## config.mk

```make
export PLATFORM = sky130hd
export DESIGN_NAME = pcsb_ctrl
export DESIGN_NICKNAME = d
export VERILOG_FILES = /design/src/design/pcsb_pkg.sv /design/src/design/pcsb_ctrl.sv
export SDC_FILE = /design/constraint.sdc
export NUM_CORES = 1
export LEC_CHECK = 0
export BUFFER_PORTS_ARGS = -buffer_cell sky130_fd_sc_hd__buf_2
export CAP_MARGIN = 20
export CORE_MARGIN = 5
export CORE_UTILIZATION = 45
export CTS_BUF_LIST = sky130_fd_sc_hd__clkbuf_16
export DETAILED_ROUTE_END_ITERATION = 10
export PLACE_DENSITY = 0.64
export SLEW_MARGIN = 10
export SYNTH_ARGS = -nofsm -noshare
export SYNTH_HDL_FRONTEND = slang
export SYNTH_SLANG_ARGS = --single-unit
```

## constraint.sdc

```tcl
create_clock -name clock -period 2.2 [get_ports clock]
set_input_delay 0.22 -clock clock [delete_from_list [all_inputs] [get_ports clock]]
set_output_delay 0.22 -clock clock [all_outputs]
set_load 0.005 [all_outputs]
```

## src/design/pcsb_pkg.sv

```systemverilog
// Package for the pendulum chain swing-up and balance controller.
// Holds the payload, configuration and command types, the fixed-point constants
// and the quarter-wave sine table. It depends on nothing else.
`default_nettype none

package pcsb_pkg;

   localparam int MAX_POLES        = 32;
   localparam int SINE_TABLE_DEPTH = 1024;

   localparam int ITEM_IDX_W  = $clog2(MAX_POLES + 2);
   localparam int TBL_IDX_W   = $clog2(SINE_TABLE_DEPTH);
   localparam int TBL_QUARTER = SINE_TABLE_DEPTH / 4;
   localparam int QS_ENTRIES  = TBL_QUARTER + 1;
   localparam int QS_W        = 17;

   localparam logic [32:0] INV_TWO_PI_Q32 = 33'd683565276;
   localparam logic [32:0] G_Q16          = 33'd642908;
   localparam logic [63:0] HALF_PI_Q30    = 64'd1686629713;
   localparam logic [63:0] ONE_Q30        = 64'd1073741824;

   typedef struct packed {
      logic signed [31:0] position;
      logic signed [31:0] velocity;
      logic [15:0]        pole_mass;
      logic [15:0]        pole_length;
      logic               last_item;
   } req_type;

   typedef struct packed {
      logic signed [31:0] force_res;
      logic               balance_mode;
   } rsp_type;

   typedef struct packed {
      logic [30:0] gain_cart_pos;
      logic [30:0] gain_angle;
      logic [30:0] gain_cart_vel;
      logic [30:0] gain_rate;
      logic [30:0] swing_gain;
      logic [30:0] force_limit;
      logic [17:0] angle_window;
      logic [30:0] cart_limit;
   } cfg_type;

   localparam cfg_type CFG_RESET = '{
      gain_cart_pos: 31'd327680,
      gain_angle:    31'd13107200,
      gain_cart_vel: 31'd655360,
      gain_rate:     31'd1310720,
      swing_gain:    31'd6553600,
      force_limit:   31'd5242880,
      angle_window:  18'd5243,
      cart_limit:    31'd163840
   };

   typedef enum logic [2:0] {
      CSR_GAIN_CART_POS = 3'd0,
      CSR_GAIN_ANGLE    = 3'd1,
      CSR_GAIN_CART_VEL = 3'd2,
      CSR_GAIN_RATE     = 3'd3,
      CSR_SWING_GAIN    = 3'd4,
      CSR_FORCE_LIMIT   = 3'd5,
      CSR_ANGLE_WINDOW  = 3'd6,
      CSR_CART_LIMIT    = 3'd7
   } csr_index_type;

   typedef enum logic [4:0] {
      MO_POS_INV, MO_M_G, MO_L_C, MO_L_S, MO_LC_VEL, MO_LS_VEL, MO_XD_XD,
      MO_YD_YD, MO_MG_H, MO_SH_M, MO_SL_M, MO_MG_L, MO_GA_POS, MO_GR_VEL,
      MO_VEL_VEL, MO_GCP_POS, MO_GCV_VEL, MO_HI_SW, MO_LO_SW
   } mul_op_type;

   typedef enum logic [4:0] {
      WB_NONE, WB_CART_INIT, WB_CART_ENERGY, WB_FTMP, WB_CART_FB, WB_TRIG,
      WB_MG, WB_LC, WB_LS, WB_HORIZ, WB_VERT, WB_SQ_FIRST, WB_SQ_ADD, WB_PE,
      WB_KH, WB_ENERGY, WB_TARGET, WB_POLE_FB, WB_PH, WB_FORCE
   } wb_op_type;

   typedef struct packed {
      mul_op_type mul_op;
      wb_op_type  wb_op;
      logic       load;
      logic       first_pole;
      logic       out_load;
   } ctl_cmd_type;

   function automatic logic [QS_W-1:0] qs_entry(input int unsigned j);
      logic [63:0] r;
      logic [63:0] x;
      logic [63:0] x2;
      logic [63:0] p;
      logic [63:0] q;
      r  = 64'(j) << (32 - TBL_IDX_W);
      x  = (r * HALF_PI_Q30) >> 30;
      x2 = (x * x) >> 30;
      p  = ONE_Q30;
      p  = ONE_Q30 - ((x2 * p) >> 30) / 110;
      p  = ONE_Q30 - ((x2 * p) >> 30) / 72;
      p  = ONE_Q30 - ((x2 * p) >> 30) / 42;
      p  = ONE_Q30 - ((x2 * p) >> 30) / 20;
      p  = ONE_Q30 - ((x2 * p) >> 30) / 6;
      q  = (x * p) >> 30;
      return QS_W'((q + 64'd8192) >> 14);
   endfunction

   function automatic logic [QS_ENTRIES*QS_W-1:0] qs_build();
      logic [QS_ENTRIES*QS_W-1:0] t;
      t = '0;
      for (int j = 0; j < QS_ENTRIES; j++) begin
         t[j*QS_W +: QS_W] = qs_entry(j);
      end
      return t;
   endfunction

   localparam logic [QS_ENTRIES*QS_W-1:0] QS_TABLE = qs_build();

   // Full-turn sine in Q1.16 from the quarter-wave table.
   function automatic logic signed [17:0] sine_at(input logic [TBL_IDX_W-1:0] idx);
      logic [TBL_IDX_W-2:0] j;
      logic [QS_W-1:0]      mag;
      if (idx[TBL_IDX_W-2]) begin
         j = (TBL_IDX_W-1)'(TBL_QUARTER) - {1'b0, idx[TBL_IDX_W-3:0]};
      end else begin
         j = {1'b0, idx[TBL_IDX_W-3:0]};
      end
      mag = QS_TABLE[j*QS_W +: QS_W];
      return idx[TBL_IDX_W-1] ? -$signed({1'b0, mag}) : $signed({1'b0, mag});
   endfunction

   function automatic logic signed [31:0] sat32(input logic signed [49:0] v);
      if (v > 50'sd2147483647) return 32'sh7FFFFFFF;
      if (v < -50'sd2147483648) return 32'sh80000000;
      return v[31:0];
   endfunction

   function automatic logic signed [47:0] sat48(input logic signed [49:0] v);
      if (v > 50'sd140737488355327) return 48'sh7FFFFFFFFFFF;
      if (v < -50'sd140737488355328) return 48'sh800000000000;
      return v[47:0];
   endfunction

endpackage

`default_nettype wire

```

## src/design/pcsb_ctrl.sv

```systemverilog
// Sequencer for the pendulum chain controller: handshakes, item counting and
// the step programme that drives the shared multiplier. Uses pcsb_pkg.
`default_nettype none

module pcsb_ctrl import pcsb_pkg::*; (
   input  wire logic  clock,
   input  wire logic  reset,
   input  wire logic  req_valid,
   output logic       req_ready,
   input  wire logic  last_item,
   output logic       rsp_valid,
   input  wire logic  rsp_ready,
   output ctl_cmd_type cmd
);

   typedef enum logic [2:0] {
      ST_IDLE, ST_CART, ST_POLE, ST_FINAL, ST_OUT
   } state_type;

   localparam logic [3:0] CART_LAST  = 4'd3;
   localparam logic [3:0] POLE_LAST  = 4'd14;
   localparam logic [3:0] FINAL_LAST = 4'd2;

   state_type             state_ff, state_in;
   logic [3:0]            step_ff, step_in;
   logic [ITEM_IDX_W-1:0] idx_ff, idx_in;
   logic                  last_ff, last_in;
   logic                  rsp_valid_ff, rsp_valid_in;

   assign req_ready = (state_ff == ST_IDLE);
   assign rsp_valid = rsp_valid_ff;

   always_comb begin
      state_in     = state_ff;
      step_in      = step_ff;
      idx_in       = idx_ff;
      last_in      = last_ff;
      rsp_valid_in = rsp_valid_ff;
      if (rsp_valid_ff && rsp_ready) begin
         rsp_valid_in = 1'b0;
      end
      cmd.mul_op     = MO_VEL_VEL;
      cmd.wb_op      = WB_NONE;
      cmd.load       = 1'b0;
      cmd.first_pole = (idx_ff == ITEM_IDX_W'(1));
      cmd.out_load   = 1'b0;

      case (state_ff)
         ST_IDLE: begin
            if (req_valid) begin
               cmd.load = 1'b1;
               last_in  = last_item;
               step_in  = '0;
               if (idx_ff == '0) begin
                  state_in = ST_CART;
               end else if (idx_ff <= ITEM_IDX_W'(MAX_POLES)) begin
                  state_in = ST_POLE;
               end else if (last_item) begin
                  state_in = ST_FINAL;
               end
            end
         end
         ST_CART: begin
            case (step_ff)
               4'd0: begin cmd.mul_op = MO_VEL_VEL; cmd.wb_op = WB_CART_INIT; end
               4'd1: begin cmd.mul_op = MO_GCP_POS; cmd.wb_op = WB_CART_ENERGY; end
               4'd2: begin cmd.mul_op = MO_GCV_VEL; cmd.wb_op = WB_FTMP; end
               default: cmd.wb_op = WB_CART_FB;
            endcase
            if (step_ff == CART_LAST) begin
               step_in  = '0;
               idx_in   = ITEM_IDX_W'(1);
               state_in = last_ff ? ST_FINAL : ST_IDLE;
            end else begin
               step_in = step_ff + 4'd1;
            end
         end
         ST_POLE: begin
            case (step_ff)
               4'd0:  begin cmd.mul_op = MO_POS_INV; cmd.wb_op = WB_NONE; end
               4'd1:  begin cmd.mul_op = MO_M_G;     cmd.wb_op = WB_TRIG; end
               4'd2:  begin cmd.mul_op = MO_L_C;     cmd.wb_op = WB_MG; end
               4'd3:  begin cmd.mul_op = MO_L_S;     cmd.wb_op = WB_LC; end
               4'd4:  begin cmd.mul_op = MO_LC_VEL;  cmd.wb_op = WB_LS; end
               4'd5:  begin cmd.mul_op = MO_LS_VEL;  cmd.wb_op = WB_HORIZ; end
               4'd6:  begin cmd.mul_op = MO_XD_XD;   cmd.wb_op = WB_VERT; end
               4'd7:  begin cmd.mul_op = MO_YD_YD;   cmd.wb_op = WB_SQ_FIRST; end
               4'd8:  begin cmd.mul_op = MO_MG_H;    cmd.wb_op = WB_SQ_ADD; end
               4'd9:  begin cmd.mul_op = MO_SH_M;    cmd.wb_op = WB_PE; end
               4'd10: begin cmd.mul_op = MO_SL_M;    cmd.wb_op = WB_KH; end
               4'd11: begin cmd.mul_op = MO_MG_L;    cmd.wb_op = WB_ENERGY; end
               4'd12: begin cmd.mul_op = MO_GA_POS;  cmd.wb_op = WB_TARGET; end
               4'd13: begin cmd.mul_op = MO_GR_VEL;  cmd.wb_op = WB_FTMP; end
               default: cmd.wb_op = WB_POLE_FB;
            endcase
            if (step_ff == POLE_LAST) begin
               step_in  = '0;
               idx_in   = idx_ff + ITEM_IDX_W'(1);
               state_in = last_ff ? ST_FINAL : ST_IDLE;
            end else begin
               step_in = step_ff + 4'd1;
            end
         end
         ST_FINAL: begin
            case (step_ff)
               4'd0:    begin cmd.mul_op = MO_HI_SW; cmd.wb_op = WB_NONE; end
               4'd1:    begin cmd.mul_op = MO_LO_SW; cmd.wb_op = WB_PH; end
               default: cmd.wb_op = WB_FORCE;
            endcase
            if (step_ff == FINAL_LAST) begin
               step_in  = '0;
               state_in = ST_OUT;
            end else begin
               step_in = step_ff + 4'd1;
            end
         end
         ST_OUT: begin
            if (!rsp_valid_ff || rsp_ready) begin
               cmd.out_load = 1'b1;
               rsp_valid_in = 1'b1;
               idx_in       = '0;
               state_in     = ST_IDLE;
            end
         end
         default: state_in = ST_IDLE;
      endcase
   end

   always_ff @(posedge clock) begin
      if (reset) begin
         state_ff     <= ST_IDLE;
         step_ff      <= '0;
         idx_ff       <= '0;
         last_ff      <= 1'b0;
         rsp_valid_ff <= 1'b0;
      end else begin
         state_ff     <= state_in;
         step_ff      <= step_in;
         idx_ff       <= idx_in;
         last_ff      <= last_in;
         rsp_valid_ff <= rsp_valid_in;
      end
   end

endmodule

`default_nettype wire

```

## Yosys cells after proc, flatten, opt, wreduce, memory -nomap -nowiden

Index checks and enable logic that the tools add are counted.

- Reductions and logical operators: 12
- $lt $le $gt $ge: 1
- Mux-type cells: 33
- Eq/ne operators: 25
- $add $sub $neg: 2

Operators by type and width:

| kind | number |
|---|---|
| case mux 5 bit (14 select lines) | 1 |
| case mux 4 bit (14 select lines) | 1 |
| case mux 10 bit (3 select lines) | 1 |
| case mux 5 bit (2 select lines) | 3 |
| equality test 4 bit (second input constant) | 7 |
| 2-to-1 mux 3 bit | 8 |
| 2-to-1 mux 6 bit | 3 |
| case mux 6 bit (3 select lines) | 1 |
| equality test 4 x 3 -> 1 bit (second input constant) | 4 |
| 2-to-1 mux 4 bit | 4 |
| case mux 4 bit (4 select lines) | 1 |
| case mux 3 bit (5 select lines) | 1 |
| != test 2 bit (second input constant) | 5 |
| case mux 3 bit (3 select lines) | 1 |
| equality test 4 x 2 -> 1 bit (second input constant) | 2 |
| 2-to-1 mux 1 bit | 7 |
| adder 6 x 1 -> 6 bit (second input constant) | 1 |
| equality test 3 x 2 -> 1 bit (second input constant) | 2 |
| equality test 6 x 1 -> 1 bit (second input constant) | 1 |
| <= comparator 6 bit (second input constant) | 1 |
| zero test 6 bit | 1 |
| AND reduction 6 bit | 1 |
| adder 4 x 1 -> 4 bit (second input constant) | 1 |
| equality test 4 x 1 -> 1 bit (second input constant) | 1 |
| 13 further kinds | 14 |

- Flip-flop bits (word level): 15
- Logic and storage cells: 78

## Depth between registers and ports, before layout

- Depth in word-level cells: 5
- Depth in mapped cells: 8

## Least setup slack after synthesis

No wires, ideal clock.

- Kind: register -> output
- Start: register step_ff[0]
- End: output port cmd[3] in the netlist's numbering
- Path buffers: 0
- Required time: 1.980 ns
- Arrival time: 1.559 ns
- Slack: 0.421 ns
- Cell stages (with the launch flop): 8
- Path through: dfxtp_1 inv_1 ha_1 nand2b_1 o31a_1 o21ai_0 nand2_1 o221ai_1

RTL lines:

| what | line | text |
|---|---|---|
| start, declared | pcsb_ctrl.sv:25 | `logic [3:0] step_ff, step_in;` |
| start signal, assigned | pcsb_ctrl.sv:138 | `step_ff <= step_in;` |
| end, declared | pcsb_ctrl.sv:13 | `output ctl_cmd_type cmd` |

==> out/metrics.csv <==
metric;value;unit
critical_path.max_stage_delay;0.37;ns
die_width;65.9;um
global_route_wire_length_before_repair;6100;um
register_share_of_total_power;21.4;%
gr_usage_total;17.7;%
critical_path.reg2reg.startpoint;step_ff[0];
routedWlPerCell;13.8;um
power_density;1090;nW/um2
io_buffer_count;19;
place_congestion;0.829;
fin_util;55.8;%
pwr-share-comb;59.7;%
topRoutingLayerUsed;met4;
layout.cells.non_filler;259;
regToRegEndpoint;idx_ff[5];
m1WireLength;1790;um
run_status;finished, final reports clean;
max_clock_freq;475;MHz
hold_depth;3;
netlist_instances;191;
hold_slack_final;0.231;ns
detail_route.first_pass.iterations;4;
finalHoldViolCount;0;
worst-r2r-cell-count;6;
clock_power_share;18.9;%
hp-start;last_item;
h-tree-depth;1;
cp_data_arrival_time;1.88;ns
drcViolationCount;0;
ir_worst_vdd;0.000630;V
n_antenna_cell;0;
timing.reg2reg.setup_slack;0.24;ns
power_leakage;0.647;nW
crit_path_top_delay_cell;sky130_fd_sc_hd__dfxtp_4;
place_hpwl;2680;um
final_layout_size_suffix_gt1_share;23.3;%
final_area;1690;um2
overflow;0;
max_cap_viol_count;0;
worst_slew_pin_slew;0.679;ns
die_area;4340;um2
wirelength;3560;um
p_int;1.05;mW
synthesis.area_per_instance;7.35;um2
cts_inserted_buffers;3;
vias_per_cell;5.54;
synth_fp_nets;204;
totalPowerFinal;1.85;mW
holdCritPathClass;primary input to flop;
synth_seq_cells;15;
tritoncts;done;
cts_hold_buffers;0;
design.core.area;3030;um2
numClockSinks;15;
synth_sequential_area_ratio;21.4;%
crit_path_max_fanout;5;
grt_start_max_net_pins;15;
synth_ff_type;sky130_fd_sc_hd__dfxtp_1;
share_of_the_synthesized_area_in_the_top_cell_type;21.4;%
power_switching;796;uW
finalSetupViolCount;0;
root_buffer;sky130_fd_sc_hd__clkbuf_16;
finalWorstPathRequiredPeriod;2.10;ns
grt_pass1_vias;1318;
switching_share;43.1;%
top_level_ports;20;
final.fill_count;292;
cp_data_required_time;1.98;ns
met3_wirelength;97;um
maxSlewViolCount;0;
initialDrtViolationCount;109;
number_of_enable_flip_flop_cells_after_synthesis;0;
cts.path.max_buffers;2;
worst_setup_hold_path_clk_slew;0.05;ns
synth_area_leader_cell;sky130_fd_sc_hd__dfxtp_1;
slew_headroom;54.4;%
most-common-layout-cells;sky130_fd_sc_hd__nor2_1 (21), sky130_fd_sc_hd__buf_2 (19), sky130_fd_sc_hd__o21ai_0 (16), sky130_fd_sc_hd__a21oi_1 (16);
antenna_violating_nets_post_route;0;
synth_top_cells_by_area;sky130_fd_sc_hd__dfxtp_1 (21%), sky130_fd_sc_hd__ha_1 (7.1%), sky130_fd_sc_hd__o21ai_0 (6.1%);
die_y;65.9;um
postSynth.asyncResetShare;0;%
number_of_antenna_violations_at_the_first_check_in_global_routing;0;
worst_hold_path.endpoint;last_ff;
clk-insertion-delay-late;0.24;ns
sort_of_element_at_the_start_of_the_critical_path;flop;
worstPathCellList;inv_2, ha_1, nand2b_1, o31a_1, o21ai_0, buf_4, nand2_1, o221ai_1, buf_2;
design.final.nets;229;
dp.cells;255;
crit_path_capture_type;output port;
core.rowCount;20;
routed-wl-met2;1670;um
num_vias;1436;
placedInstanceArea;1590;um2
worstSetupPathType;flop to output port;
syn2layout_area_growth;20.4;%
mostFrequentLayoutCell;sky130_fd_sc_hd__nor2_1;
yosysWarnings;0;
synth_area;1400;um2
fin_crit_sh;95.7;%
floorplan.initialDensity;46.4;%
timing.clock.skew;0.00370;ns
post_synth_num_cell_types;53;
-- critical path: cells and delay by family, from the launching register on --
family / cells / cell delay [ns]
adders and majority gates: 1 / 0.21
and+or+nand+nor: 2 / 0.25
DFF: 1 / 0.37
AOI/OAI and AO/OA: 3 / 0.44
buffers and inverters: 3 / 0.36
-- logic make-up (layout without fill, tap and decap cells) --
group | count (synthesis) | in the layout | synth area share [%]
buf+inv | 20 | 44 | 6.51
fa+ha+maj | 8 | 8 | 7.13
xor+xnor | 3 | 3 | 1.87
flops | 15 | 15 | 21.4
mux | 3 | 3 | 2.14
simple gates | 83 | 83 | 32.7
compound gates | 59 | 59 | 28.3
-- power by group through the flow --
stage | Combinational (mW) | Sequential (mW) | Clock (mW)
finish | 1.10 | 0.396 | 0.349
global route | 1.23 | 0.406 | 0.371
CTS | 1.07 | 0.388 | 0.356
detailed placement | 1.06 | 0.390 | 0
global placement | 1.05 | 0.387 | 0
floorplan | 0.740 | 0.367 | 0
-- state kept, by name, summed over array words and instances, names as in the netlist --
register and cells:
rsp_valid 1, idx_ff 6, state_ff 3, step_ff 4, last_ff 1
-- cell type report --
cell class | instances | area (um2) | share of cell area, %
Clock buffer | 3 | 75.1 | 4.44
Clock inverter | 1 | 3.75 | 0.222
Inverter | 8 | 30.0 | 1.78
Multi-Input combinational cell | 156 | 1030 | 60.8
Sequential cell | 15 | 307 | 18.1
Tap cell | 44 | 55.1 | 3.26
Timing Repair Buffer | 32 | 193 | 11.4
-- metal layers --
layer,vias up,GRT usage [%]
met5,-,0
met3,2,4.42
met4,0,1.55
met2,19,27.3
li1,742,-
met1,673,25.6
-- cell usage after synthesis, types with 2 or more instances --
cell type                  count
sky130_fd_sc_hd__a31oi_1       2
sky130_fd_sc_hd__nand4_1       2
sky130_fd_sc_hd__o221ai_1      2
sky130_fd_sc_hd__nand3_1       7
sky130_fd_sc_hd__or3_1         2
sky130_fd_sc_hd__xor2_1        2
sky130_fd_sc_hd__a21boi_0      2
sky130_fd_sc_hd__nor3b_1       2
sky130_fd_sc_hd__or2_2         3
sky130_fd_sc_hd__nor3_1        8
sky130_fd_sc_hd__nand2_1      13
sky130_fd_sc_hd__buf_2         4
sky130_fd_sc_hd__clkbuf_1      5
sky130_fd_sc_hd__mux2i_1       3
sky130_fd_sc_hd__a21oi_1      16
sky130_fd_sc_hd__nand3b_1      2
sky130_fd_sc_hd__and2_1        3
sky130_fd_sc_hd__a211oi_1      4
sky130_fd_sc_hd__nand2b_1      8
sky130_fd_sc_hd__dfxtp_1      15
sky130_fd_sc_hd__o21ai_0      17
sky130_fd_sc_hd__ha_1          8
sky130_fd_sc_hd__o21a_1        3
sky130_fd_sc_hd__nor2_1       21
sky130_fd_sc_hd__nor2b_1       2
sky130_fd_sc_hd__inv_1         8
-- worst max path at each step --
stage                    start  slack, ns         to
floorplan           step_ff[0]       0.42     cmd[3]
global placement    step_ff[1]       0.19  idx_ff[5]
detailed placement  step_ff[1]       0.18  idx_ff[5]
CTS                 step_ff[1]       0.03    cmd[11]
global route        step_ff[0]      -0.01     cmd[3]
finish              step_ff[0]        0.1     cmd[3]
-- what timing repair did --
action | CTS | global route
buffers inserted | 0 | 0
pin swaps | 0 | 0
endpoints found under the setup margin | 2 | 9
resized for setup | 2 | 6
-- metrics by stage --
step / setup slack (ns) / TNS, ns
after global placement: 0.187 / 0
after CTS: 0.0258 / 0
after detailed placement: 0.176 / 0
final: 0.0953 / 0
after global routing: -0.0149 / -0.0149
after floorplan: 0.421 / 0
No activity file was read; power rests on OpenSTA's default activity.
